==> src/rtl/iac_pkg.sv <==
// Shared types and codes for the integer calculator ALU.
// Operation and status codes, controller command and datapath status bundles.
// No dependencies.
package iac_pkg;

   typedef enum logic [2:0] {
      FN_ADD    = 3'd0,
      FN_SUB    = 3'd1,
      FN_MUL    = 3'd2,
      FN_DIV    = 3'd3,
      FN_SQUARE = 3'd4,
      FN_CUBE   = 3'd5,
      FN_ROOT   = 3'd6,
      FN_FACT   = 3'd7
   } func_type;

   typedef enum logic [1:0] {
      ST_OK        = 2'd0,
      ST_DIV_ZERO  = 2'd1,
      ST_ROOT_NEG  = 2'd2
   } status_type;

   localparam int FUNC_W   = 3;
   localparam int STATUS_W = 2;
   localparam int DIGIT_W  = 8;

   typedef struct packed {
      logic load;
      logic mul_start;
      logic mul_again;
      logic mul_step;
      logic div_start;
      logic div_step;
      logic sqrt_start;
      logic sqrt_step;
      logic fact_start;
      logic fact_step;
      logic out_load;
   } dp_cmd_type;

   typedef struct packed {
      func_type func;
      logic     a_neg;
      logic     b_zero;
      logic     fact_done;
   } dp_status_type;

endpackage

==> src/rtl/iac_ctrl.sv <==
// Controller state machine of the integer calculator ALU.
// Sequences the datapath through each operation and owns the result valid flag.
// Depends on iac_pkg.
module iac_ctrl import iac_pkg::*; #(
   parameter int DATA_WIDTH = 32
) (
   input  logic          clock,
   input  logic          reset,
   input  logic          req_tvalid,
   output logic          req_tready,
   output logic          rsp_tvalid,
   input  logic          rsp_tready,
   input  dp_status_type sts,
   output dp_cmd_type    cmd
);

   localparam int CNT_W      = $clog2(DATA_WIDTH);
   localparam int MUL_STEPS  = (DATA_WIDTH + DIGIT_W - 1) / DIGIT_W;
   localparam int SQRT_STEPS = DATA_WIDTH / 2;

   typedef enum logic [7:0] {
      S_IDLE     = 8'b0000_0001,
      S_DISPATCH = 8'b0000_0010,
      S_MUL      = 8'b0000_0100,
      S_CUBE     = 8'b0000_1000,
      S_DIV      = 8'b0001_0000,
      S_SQRT     = 8'b0010_0000,
      S_FACT     = 8'b0100_0000,
      S_FINISH   = 8'b1000_0000
   } state_type;

   state_type        state_ff, state_in;
   logic [CNT_W-1:0] cnt_ff, cnt_in;
   logic             cube_ff, cube_in;
   logic             rsp_valid_ff, rsp_valid_in;

   assign rsp_tvalid = rsp_valid_ff;

   always_comb begin
      cmd          = '0;
      state_in     = state_ff;
      cnt_in       = cnt_ff;
      cube_in      = cube_ff;
      rsp_valid_in = rsp_valid_ff && !rsp_tready;
      req_tready   = (state_ff == S_IDLE);
      case (state_ff)
         S_IDLE: begin
            if (req_tvalid) begin
               cmd.load = 1'b1;
               state_in = S_DISPATCH;
            end
         end
         S_DISPATCH: begin
            cnt_in = '0;
            case (sts.func)
               FN_ADD, FN_SUB: begin
                  state_in = S_FINISH;
               end
               FN_MUL, FN_SQUARE, FN_CUBE: begin
                  cmd.mul_start = 1'b1;
                  cube_in       = (sts.func == FN_CUBE);
                  state_in      = S_MUL;
               end
               FN_DIV: begin
                  if (sts.b_zero) begin
                     state_in = S_FINISH;
                  end else begin
                     cmd.div_start = 1'b1;
                     state_in      = S_DIV;
                  end
               end
               FN_ROOT: begin
                  if (sts.a_neg) begin
                     state_in = S_FINISH;
                  end else begin
                     cmd.sqrt_start = 1'b1;
                     state_in       = S_SQRT;
                  end
               end
               FN_FACT: begin
                  cmd.fact_start = 1'b1;
                  state_in       = S_FACT;
               end
               default: begin
                  state_in = S_FINISH;
               end
            endcase
         end
         S_MUL: begin
            cmd.mul_step = 1'b1;
            cnt_in       = cnt_ff + 1'b1;
            if (cnt_ff == CNT_W'(MUL_STEPS - 1)) begin
               cnt_in   = '0;
               state_in = cube_ff ? S_CUBE : S_FINISH;
            end
         end
         S_CUBE: begin
            cmd.mul_again = 1'b1;
            cube_in       = 1'b0;
            state_in      = S_MUL;
         end
         S_DIV: begin
            cmd.div_step = 1'b1;
            cnt_in       = cnt_ff + 1'b1;
            if (cnt_ff == CNT_W'(DATA_WIDTH - 1)) begin
               state_in = S_FINISH;
            end
         end
         S_SQRT: begin
            cmd.sqrt_step = 1'b1;
            cnt_in        = cnt_ff + 1'b1;
            if (cnt_ff == CNT_W'(SQRT_STEPS - 1)) begin
               state_in = S_FINISH;
            end
         end
         S_FACT: begin
            if (sts.fact_done) begin
               state_in = S_FINISH;
            end else begin
               cmd.fact_step = 1'b1;
            end
         end
         S_FINISH: begin
            if (!rsp_valid_ff || rsp_tready) begin
               cmd.out_load = 1'b1;
               rsp_valid_in = 1'b1;
               state_in     = S_IDLE;
            end
         end
         default: begin
            state_in = S_IDLE;
         end
      endcase
   end

   always_ff @(posedge clock) begin
      if (reset) begin
         state_ff     <= S_IDLE;
         cnt_ff       <= '0;
         cube_ff      <= 1'b0;
         rsp_valid_ff <= 1'b0;
      end else begin
         state_ff     <= state_in;
         cnt_ff       <= cnt_in;
         cube_ff      <= cube_in;
         rsp_valid_ff <= rsp_valid_in;
      end
   end

endmodule

==> src/rtl/iac_datapath.sv <==
// Datapath of the integer calculator ALU: operand registers, digit-serial multiplier,
// radix-2 divider, bit-pair square root, factorial accumulator and result register.
// Depends on iac_pkg.
module iac_datapath import iac_pkg::*; #(
   parameter int DATA_WIDTH = 32
) (
   input  logic                  clock,
   input  logic [FUNC_W-1:0]     req_func,
   input  logic [DATA_WIDTH-1:0] req_operand_a,
   input  logic [DATA_WIDTH-1:0] req_operand_b,
   input  dp_cmd_type            cmd,
   output dp_status_type         sts,
   output logic [DATA_WIDTH-1:0] rsp_result,
   output logic [STATUS_W-1:0]   rsp_status
);

   localparam int W        = DATA_WIDTH;
   localparam int IDX_W    = $clog2(DATA_WIDTH + 4);
   localparam int SQ_SHIFT = DATA_WIDTH % 2;

   func_type      func_ff;
   logic [W-1:0]  a_ff, b_ff;
   logic [W-1:0]  mc_ff, mc_in;
   logic [W-1:0]  sh_ff, sh_in;
   logic [W-1:0]  acc_ff, acc_in;
   logic [W+1:0]  rem_ff, rem_in;
   logic [IDX_W-1:0] idx_ff, idx_in;
   logic [W-1:0]  out_data_ff, out_data_in;
   status_type    out_status_ff, out_status_in;

   logic          a_neg, b_neg, b_zero;
   logic [W-1:0]  a_mag, b_mag;
   logic [W+DIGIT_W-1:0] mul_part;
   logic [W+IDX_W-1:0]   fact_prod;
   logic [W:0]    div_sh;
   logic [W+1:0]  div_diff;
   logic [W+1:0]  sq_sh;
   logic [W+2:0]  sq_diff;
   logic [W-1:0]  quot;

   assign a_neg  = a_ff[W-1];
   assign b_neg  = b_ff[W-1];
   assign b_zero = (b_ff == '0);
   assign a_mag  = a_neg ? (~a_ff + W'(1)) : a_ff;
   assign b_mag  = b_neg ? (~b_ff + W'(1)) : b_ff;

   assign mul_part  = {{DIGIT_W{1'b0}}, mc_ff} * {{W{1'b0}}, sh_ff[DIGIT_W-1:0]};
   assign fact_prod = {{IDX_W{1'b0}}, acc_ff} * {{W{1'b0}}, idx_ff};

   assign div_sh   = {rem_ff[W-1:0], sh_ff[W-1]};
   assign div_diff = {1'b0, div_sh} - {2'b00, mc_ff};

   assign sq_sh   = {rem_ff[W-1:0], sh_ff[W-1:W-2]};
   assign sq_diff = {1'b0, sq_sh} - {1'b0, acc_ff, 2'b01};

   assign quot = (a_neg ^ b_neg) ? (~sh_ff + W'(1)) : sh_ff;

   assign sts.func      = func_ff;
   assign sts.a_neg     = a_neg;
   assign sts.b_zero    = b_zero;
   assign sts.fact_done = a_neg || (acc_ff == '0) ||
                          ({{(W-IDX_W){1'b0}}, idx_ff} > a_ff);

   assign rsp_result = out_data_ff;
   assign rsp_status = out_status_ff;

   always_comb begin
      mc_in  = mc_ff;
      sh_in  = sh_ff;
      acc_in = acc_ff;
      rem_in = rem_ff;
      idx_in = idx_ff;
      if (cmd.mul_start) begin
         acc_in = '0;
         mc_in  = a_ff;
         sh_in  = (func_ff == FN_MUL) ? b_ff : a_ff;
      end
      if (cmd.mul_again) begin
         acc_in = '0;
         mc_in  = a_ff;
         sh_in  = acc_ff;
      end
      if (cmd.mul_step) begin
         acc_in = acc_ff + mul_part[W-1:0];
         mc_in  = mc_ff << DIGIT_W;
         sh_in  = sh_ff >> DIGIT_W;
      end
      if (cmd.div_start) begin
         rem_in = '0;
         sh_in  = a_mag;
         mc_in  = b_mag;
      end
      if (cmd.div_step) begin
         if (div_diff[W+1]) begin
            rem_in = {1'b0, div_sh};
            sh_in  = {sh_ff[W-2:0], 1'b0};
         end else begin
            rem_in = div_diff;
            sh_in  = {sh_ff[W-2:0], 1'b1};
         end
      end
      if (cmd.sqrt_start) begin
         rem_in = '0;
         acc_in = '0;
         sh_in  = a_ff << SQ_SHIFT;
      end
      if (cmd.sqrt_step) begin
         rem_in = sq_diff[W+2] ? sq_sh : sq_diff[W+1:0];
         acc_in = {acc_ff[W-2:0], ~sq_diff[W+2]};
         sh_in  = sh_ff << 2;
      end
      if (cmd.fact_start) begin
         acc_in = W'(1);
         idx_in = IDX_W'(1);
      end
      if (cmd.fact_step) begin
         acc_in = fact_prod[W-1:0];
         idx_in = idx_ff + 1'b1;
      end
   end

   always_comb begin
      out_status_in = ST_OK;
      case (func_ff)
         FN_ADD:    out_data_in = a_ff + b_ff;
         FN_SUB:    out_data_in = a_ff - b_ff;
         FN_DIV: begin
            if (b_zero) begin
               out_data_in   = '0;
               out_status_in = ST_DIV_ZERO;
            end else begin
               out_data_in = quot;
            end
         end
         FN_ROOT: begin
            if (a_neg) begin
               out_data_in   = '0;
               out_status_in = ST_ROOT_NEG;
            end else begin
               out_data_in = acc_ff;
            end
         end
         default:   out_data_in = acc_ff;
      endcase
   end

   always_ff @(posedge clock) begin
      if (cmd.load) begin
         func_ff <= func_type'(req_func);
         a_ff    <= req_operand_a;
         b_ff    <= req_operand_b;
      end
      mc_ff  <= mc_in;
      sh_ff  <= sh_in;
      acc_ff <= acc_in;
      rem_ff <= rem_in;
      idx_ff <= idx_in;
      if (cmd.out_load) begin
         out_data_ff   <= out_data_in;
         out_status_ff <= out_status_in;
      end
   end

endmodule

==> src/rtl/integer_calculator_alu.sv <==
// Integer calculator ALU: add, sub, mul, div, square, cube, floor root, factorial.
// Divide by zero and the root of a negative operand skip the iterative step; factorial
// stops once the index passes n or the product reaches zero, which at W=32 happens
// after 34 multiply steps.
// One item in flight; the next beat is taken once the result sits in the output register.
// Synchronous active-high reset clears the controller and result valid; data is not reset.
module integer_calculator_alu import iac_pkg::*; #(
   parameter int DATA_WIDTH = 32
) (
   input  logic                                clock,
   input  logic                                reset,
   input  logic                                req_tvalid,
   output logic                                req_tready,
   // operand_a, operand_b, zero fill
   input  logic [((2*DATA_WIDTH+7)/8)*8-1:0]   req_tdata,
   // func
   input  logic [FUNC_W-1:0]                   req_tuser,
   output logic                                rsp_tvalid,
   input  logic                                rsp_tready,
   // result, zero fill
   output logic [((DATA_WIDTH+7)/8)*8-1:0]     rsp_tdata,
   // status
   output logic [STATUS_W-1:0]                 rsp_tuser
);

   localparam int OUT_W = ((DATA_WIDTH + 7) / 8) * 8;

   dp_cmd_type            cmd;
   dp_status_type         sts;
   logic [DATA_WIDTH-1:0] result;

   assign rsp_tdata = OUT_W'(result);

   iac_ctrl #(
      .DATA_WIDTH (DATA_WIDTH)
   ) u_ctrl (
      .clock      (clock),
      .reset      (reset),
      .req_tvalid (req_tvalid),
      .req_tready (req_tready),
      .rsp_tvalid (rsp_tvalid),
      .rsp_tready (rsp_tready),
      .sts        (sts),
      .cmd        (cmd)
   );

   iac_datapath #(
      .DATA_WIDTH (DATA_WIDTH)
   ) u_datapath (
      .clock         (clock),
      .req_func      (req_tuser),
      .req_operand_a (req_tdata[DATA_WIDTH-1:0]),
      .req_operand_b (req_tdata[2*DATA_WIDTH-1:DATA_WIDTH]),
      .cmd           (cmd),
      .sts           (sts),
      .rsp_result    (result),
      .rsp_status    (rsp_tuser)
   );

endmodule
==> config.mk <==
export PLATFORM = sky130hd
export DESIGN_NAME = integer_calculator_alu
export DESIGN_NICKNAME = d
export VERILOG_FILES = /design/src/rtl/iac_pkg.sv /design/src/rtl/iac_ctrl.sv /design/src/rtl/iac_datapath.sv /design/src/rtl/integer_calculator_alu.sv
export SDC_FILE = /design/constraint.sdc
export NUM_CORES = 2
export LEC_CHECK = 0
export ABC_AREA = 1
export BUFFER_PORTS_ARGS = -buffer_cell sky130_fd_sc_hd__buf_4
export CAP_MARGIN = 20
export CORE_MARGIN = 1
export CORE_UTILIZATION = 35
export DETAILED_ROUTE_END_ITERATION = 8
export GPL_TIMING_DRIVEN = 0
export PLACE_DENSITY_LB_ADDON = 0.15
export SLEW_MARGIN = 20
export SYNTH_ARGS = -nofsm -noshare
export SYNTH_HDL_FRONTEND = slang
export SYNTH_SLANG_ARGS = --single-unit
==> constraint.sdc <==
create_clock -name clock -period 6.6 [get_ports clock]
set_input_delay 0.99 -clock clock [delete_from_list [all_inputs] [get_ports clock]]
set_output_delay 0.99 -clock clock [all_outputs]
set_load 0.02 [all_outputs]
* After elaboration in Yosys (flattened, before gate mapping)
Cells that the tools add are included.
Cells by class: add/subtract/negate cells 10, muxes and demuxes 74, $lt $le $gt $ge 1, $mul 2, bitwise gates (word level) 5, reductions and logical operators 22, eq/ne operators 25
Operators with widths (count):
- $mux 32 | 30
- $pmux 32 s4 | 1
- $add 32x1->32 const B | 3
- $not 32->32 | 3
- $mux 8 | 9
- $add 32x32->32 | 2
- $logic_not 32->1 | 2
- $pmux 8 s8 | 1
- $pmux 8 s5 | 1
- $sub 34x34->35 | 1
- $sub 33x32->34 | 1
- $gt 6x32->1 | 1
- $mul 32x6->32 | 1
- $mul 32x8->32 | 1
- $sub 32x32->32 | 1
- $mux 1 | 25
- $pmux 5 s3 | 1
- $reduce_bool 7->1 | 2
- $eq 3x3->1 const B | 4
- $mux 6 | 2
- $eq 8x1->1 const B | 1
- $eq 8x2->1 const B | 1
- $eq 8x3->1 const B | 1
- $eq 8x4->1 const B | 1
- 31 further kinds | 43
Word-level totals: output and inout bits 36, register bits after elaboration 250, input bits 71

* Depth between registers and ports, before layout
depth after elaboration 11, depth in mapped cells 24, mapped depth without buffers 22

* Hierarchy
A second synthesis with hierarchy kept.
Second synthesis, totals: cell total of the unflattened synthesis 5395, area, all modules 36568.8 µm²
By module, submodules not included:
- iac_datapath | times used 1, cells an instance 5227, area an instance 35485.3 µm²
- iac_ctrl | times used 1, cells an instance 168, area an instance 1083.5 µm²

* Least setup slack after synthesis
OpenSTA, ideal clock, no wires.
path kind reg2reg, from register u_datapath.sh_ff[4], to register u_datapath.acc_ff[14] (data pin), setup slack 1.748 ns, arrival time 4.588 ns, data required time 6.336 ns, stages on the path, launching flop included 22, buffers on the path 3, setup time 0.264 ns, cell sequence edfxtp_1 > buf_2 > clkbuf_1 > buf_1 > nand2_1 > fa_1 > fa_1 > inv_1 > fa_1 > inv_1 > fa_1 > inv_1 > ha_1 > a21oi_1 > nor2_1 > nor2_1 > nand2_1 > nand2_1 > nand2_1 > or2_2 > nand3_1 > nand3_1
Between the ends: cells in the longest elaborated chain, start to end 7
Ends and longest elaborated chain:
- start, declared | line iac_datapath.sv:24 | logic [W-1:0] sh_ff, sh_in;
- start signal, assigned | line iac_datapath.sv:154 | sh_ff <= sh_in;
- $mul 32x8->32 | line iac_datapath.sv:47 | assign mul_part = {{DIGIT_W{1'b0}}, mc_ff} * {{W{1'b0}}, sh_ff[DIGIT_W-1:0]};
- $add 32x32->32 | line iac_datapath.sv:84 | acc_in = acc_ff + mul_part[W-1:0];
- $mux 32 | line iac_datapath.sv:83 | if (cmd.mul_step) begin
- $mux 32 | line iac_datapath.sv:102 | if (cmd.sqrt_start) begin
- $mux 32 | line iac_datapath.sv:107 | if (cmd.sqrt_step) begin
- $mux 32 | line iac_datapath.sv:112 | if (cmd.fact_start) begin
- $mux 32 | line iac_datapath.sv:116 | if (cmd.fact_step) begin
- named net u_datapath.acc_in[14] | line iac_datapath.sv:25 | logic [W-1:0] acc_ff, acc_in;
- end signal, assigned | line iac_datapath.sv:155 | acc_ff <= acc_in;
- end, declared | line iac_datapath.sv:25
The timed path passes the listed nets, and every way through them passes these cells. A chain may end at the register's enable or synchronous reset.

* Worst setup path in the final report
from register u_datapath.sh_ff[7], to register u_datapath.acc_ff[11] (data pin)
Same word-level chain as after synthesis.

==> results.txt <==
The flow ran to the end, and the final reports show no timing, DRC or antenna violations. The tightest slew margin relative to the limit is 0.256, and the synthesized area divided by synthesized cell count is 6.67 µm². The number of sinks on the clock net is 250, and the power density over the cells is 285 mW/mm².

The fraction of registers with async set or reset after synthesis was 0. The kind of start point of the critical path is a flop. Summed over all layers, the routed wires come to 162 mm.

At the pin with the least slew margin, the transition time is 1110 ps. The global routing usage summed across all routing layers is 0.297. The global-route wire length before repair was 237 mm. Walking the worst path, the cells encountered are clkbuf_1 -> clkbuf_1 -> nand2_1 -> fa_1 -> inv_1 -> fa_1 -> fa_1 -> inv_1 -> fa_1 -> inv_1 -> ha_1 -> a21oi_1 -> o21ai_0 -> inv_1 -> nand2_1 -> o21ai_0 -> o221ai_1. The worst register-to-register path ends at u_datapath.acc_ff[11]$_DFFE_PP_. The tools report the endpoint class of the critical path as a flop. Buffers placed on the I/O ports in this run total 106.

The tools report the final count of pins violating max slew as 0. The sequential element share of the synthesized area was 0.198; the warning count from the yosys run was 0. The run gives 390 ps as the register-to-register setup slack. The number of antenna violations at the first check in global routing is 2, and the HPWL reported at the end of detailed placement is 133 mm. Yosys mapped a number of flops with a built-in enable equal to 233. The area added between synthesis and finish works out to 10.2%. After detailed routing, the average wire length per cell comes to 22.8 µm. By instance count, the leading cell after synthesis is nand2_1.

The die covers 0.107 mm². Setup repair after global routing left no endpoint under its margin. The level count of the clock H-tree is 1, and the maximum fanout along the worst path is 10. Clock buffer count from CTS: 31. Ranked by instance count, the synthesized netlist is headed by 1669 x nand2_1, 1011 x inv_1, 434 x nand3_1, 389 x nor2_1, 297 x fa_1.

Setup total negative slack on the finished layout was measured at 0 ps. Across the run, the number of max-cap violations was 0. The insertion delay to the later sink of the worst-skew pair was 660 ps; the logic depth of the worst register-to-register path was 17. Number of global-route vias before repair: 36300.

For the number of failing hold endpoints at the final stage, the log shows 0. The power consumption is 11.6 mW. The post-synth net total was 6107; the effective utilization at floorplan was 0.355.

Summed over all cells, the static leakage comes to 21.0 nW. Number of nets at the end of the flow: 6252. The run gives 0 as the overall overflow remaining after global route. The run gives 6 as the detailed-routing iteration count for the pre-antenna-repair pass. The cell area that synthesis handed to floorplanning was 0.0370 mm². The tools report the number of routed nets with antenna violations as 0. Hold path startpoint: u_ctrl.cnt_ff[3]$_SDFFE_PP0P_. Row generation in the floorplan step produced 118 rows. At the end of routability-driven placement, the weighted congestion stood at 0.998. The slowest stage of the critical path belongs to the cell o21ai_0.

The pin count of the biggest net entering global routing is 33, and the total I/O pin count is 107. After detailed routing, the number of remaining DRC violations is 0. Summed over all instances, the cell type with the most area after synthesis is edfxtp_1. The tools report the post-cts resize count as 0.

The cell count of the worst hold path was 2; the clock slew seen by the registers of the worst setup and hold paths was 70 ps. The run gives 74.7 ps as the clock skew. After clock tree synthesis, the flow added hold-fix buffers numbering 0. The main flop type after synthesis is edfxtp_1.

Yosys attributes the largest share of cell area to edfxtp_1 19%, nand2_1 17%, fa_1 16%, inv_1 10%, ha_1 6.2%. Across all layers, the routed design uses 38000 vias. In this run the critical register-to-register path is launched from u_datapath.sh_ff[7]$_DFFE_PP_. TritonCTS built the clock tree. The required time at the endpoint of the critical path came out at 6950 ps. In this run the clock root is driven by a clkbuf_16.

The top-area cell type share of the netlist area was 0.189; the initial DRC count was 4107. The final setup violation count is 0, and the count of state elements after synthesis is 250. The classification of the worst setup path is flop to flop. Synthesis handed over a netlist of 5554 instances. The buffer depth of the longest clock path came out at 3.

IR analysis of the VDD net gives a maximum drop of 0.000317 V. The ratio of final minimum period to clock period came out at 0.940. The floorplan die height works out to 327 µm. In this run the post-CTS setup repair buffer count came out at 0. For this run, the top clock speed supported by timing is 161 MHz.

For the data arrival time of the critical path, the log shows 6550 ps. The min-delay analysis places its worst path in the category flop to flop. The delay of the slowest cell on the worst path is 630 ps. The number of distinct library cells after synthesis was 55. The share of layout cells above drive strength 1 works out to 0.0592. For the finished layout, the period the worst path requires is 6210 ps. From left edge to right edge, the die measures 327 µm. The hold path endpoint was u_ctrl.cnt_ff[3]$_SDFFE_PP0P_. Area of the placeable core: 0.104 mm².

Dividing the detail-routed via count by the number of cells gives 5.35.
## kinds of logic (layout without fill, tap and decap cells)
| family | Yosys count | count (layout) | synth area share |
|---|---|---|---|
| other | 0 | 1 | 0 |
| AND/OR/NAND/NOR | 2750 | 2750 | 0.313 |
| flip-flops | 250 | 250 | 0.198 |
| AO/OA/AOI/OAI | 713 | 713 | 0.107 |
| adder cells (fa/ha/maj) | 482 | 482 | 0.223 |
| multiplexers | 1 | 1 | 0.000270 |
| XOR/XNOR | 109 | 109 | 0.0258 |
| buffers and inverters | 1249 | 1419 | 0.133 |
## power breakdown
group,total [mW],switching [mW],internal [mW],leakage [nW]
logic,7.81,5.28,2.53,18.2
clock network,1.89,0.783,1.11,0.537
registers,1.94,0.123,1.82,2.22
total,11.6,6.18,5.46,21.0
## cell type report
class	count	area, µm²
diodes	1	2.50
plain buffers	222	1060
clock buffers	40	851
clock inverters	18	250
fillers	11500	63400
inverters	1027	3850
multi-input cells	4055	24800
flip-flops and latches	250	7340
well taps	1380	1730
repair buffers	112	931
## critical path, delay by kind of cell, from the launching register on
kind	cells	cell delay, ps
AO/OA/AOI/OAI	4	1410
adder cells (fa/ha/maj)	5	2320
buffers and inverters	6	1420
flip-flops	1	430
AND/OR/NAND/NOR	2	300
## state kept, by name (all words and copies together) (netlist names)
signal / cells
u_datapath.mc_ff: 32
u_ctrl.rsp_tvalid: 1
u_datapath.acc_ff: 32
u_datapath.sh_ff: 32
u_datapath.rsp_status: 2
u_ctrl.cube_ff: 1
u_ctrl.cnt_ff: 5
u_datapath.idx_ff: 6
u_ctrl.state_ff: 8
u_datapath.a_ff: 32
u_datapath.func_ff: 3
u_datapath.rem_ff: 32
u_datapath.rsp_result: 32
u_datapath.b_ff: 32
## how the worst max path moves through the flow
stage / end / from / cells after the start
2_1_floorplan: u_datapath.acc_ff[14]$_DFFE_PP_ / u_datapath.sh_ff[4]$_DFFE_PP_ / 21
3_3_place_gp: u_datapath.acc_ff[12]$_DFFE_PP_ / u_datapath.sh_ff[7]$_DFFE_PP_ / 19
3_5_place_dp: u_datapath.acc_ff[12]$_DFFE_PP_ / u_datapath.sh_ff[7]$_DFFE_PP_ / 19
4_1_cts: u_datapath.acc_ff[12]$_DFFE_PP_ / u_datapath.sh_ff[7]$_DFFE_PP_ / 19
5_1_grt: u_datapath.acc_ff[12]$_DFFE_PP_ / u_datapath.sh_ff[7]$_DFFE_PP_ / 19
6_report: u_datapath.acc_ff[11]$_DFFE_PP_ / u_datapath.sh_ff[7]$_DFFE_PP_ / 17
## metal layers
layer / track usage / up-vias / part of all wire
li1: - / 17900 / -
met1: 0.406 / 18200 / 0.43
met2: 0.481 / 1556 / 0.45
met3: 0.0323 / 305 / 0.073
met4: 0.115 / 2 / 0.046
met5: 0 / - / 0.000080
## metrics by stage
step,util,cells,setup WS (ps),area [µm²],hold WS [ps]
2_1_floorplan,-,5554,1750,37000,439
4_1_cts,0.392,7104,405,40800,460
3_3_place_gp,0.380,7040,407,39600,454
3_5_place_dp,0.381,7046,427,39700,453
6_report,0.392,7105,393,40800,461
5_1_grt,0.392,7104,154,40800,479
## cells in the final DEF (no fill, tap or decap), types with 13 or more instances in the layout
cell       count
or2_2         17
buf_1         13
clkbuf_16     32
fa_1         297
xnor2_1       40
nand3_1      432
nand2_1     1667
ha_1         185
o21ai_1       29
clkbuf_1     119
o21bai_1      25
nor2_1       388
nor2_2        15
o211ai_1      48
a21oi_1      227
inv_1       1011
o21ai_0      292
nor3_1        40
inv_2         14
a31oi_1       17
dfxtp_1       17
a21o_1        13
xor2_1        69
nand4_1      131
buf_4        130
buf_2         64
edfxtp_1     233
Note: power is estimated with default switching activity, not from simulation.
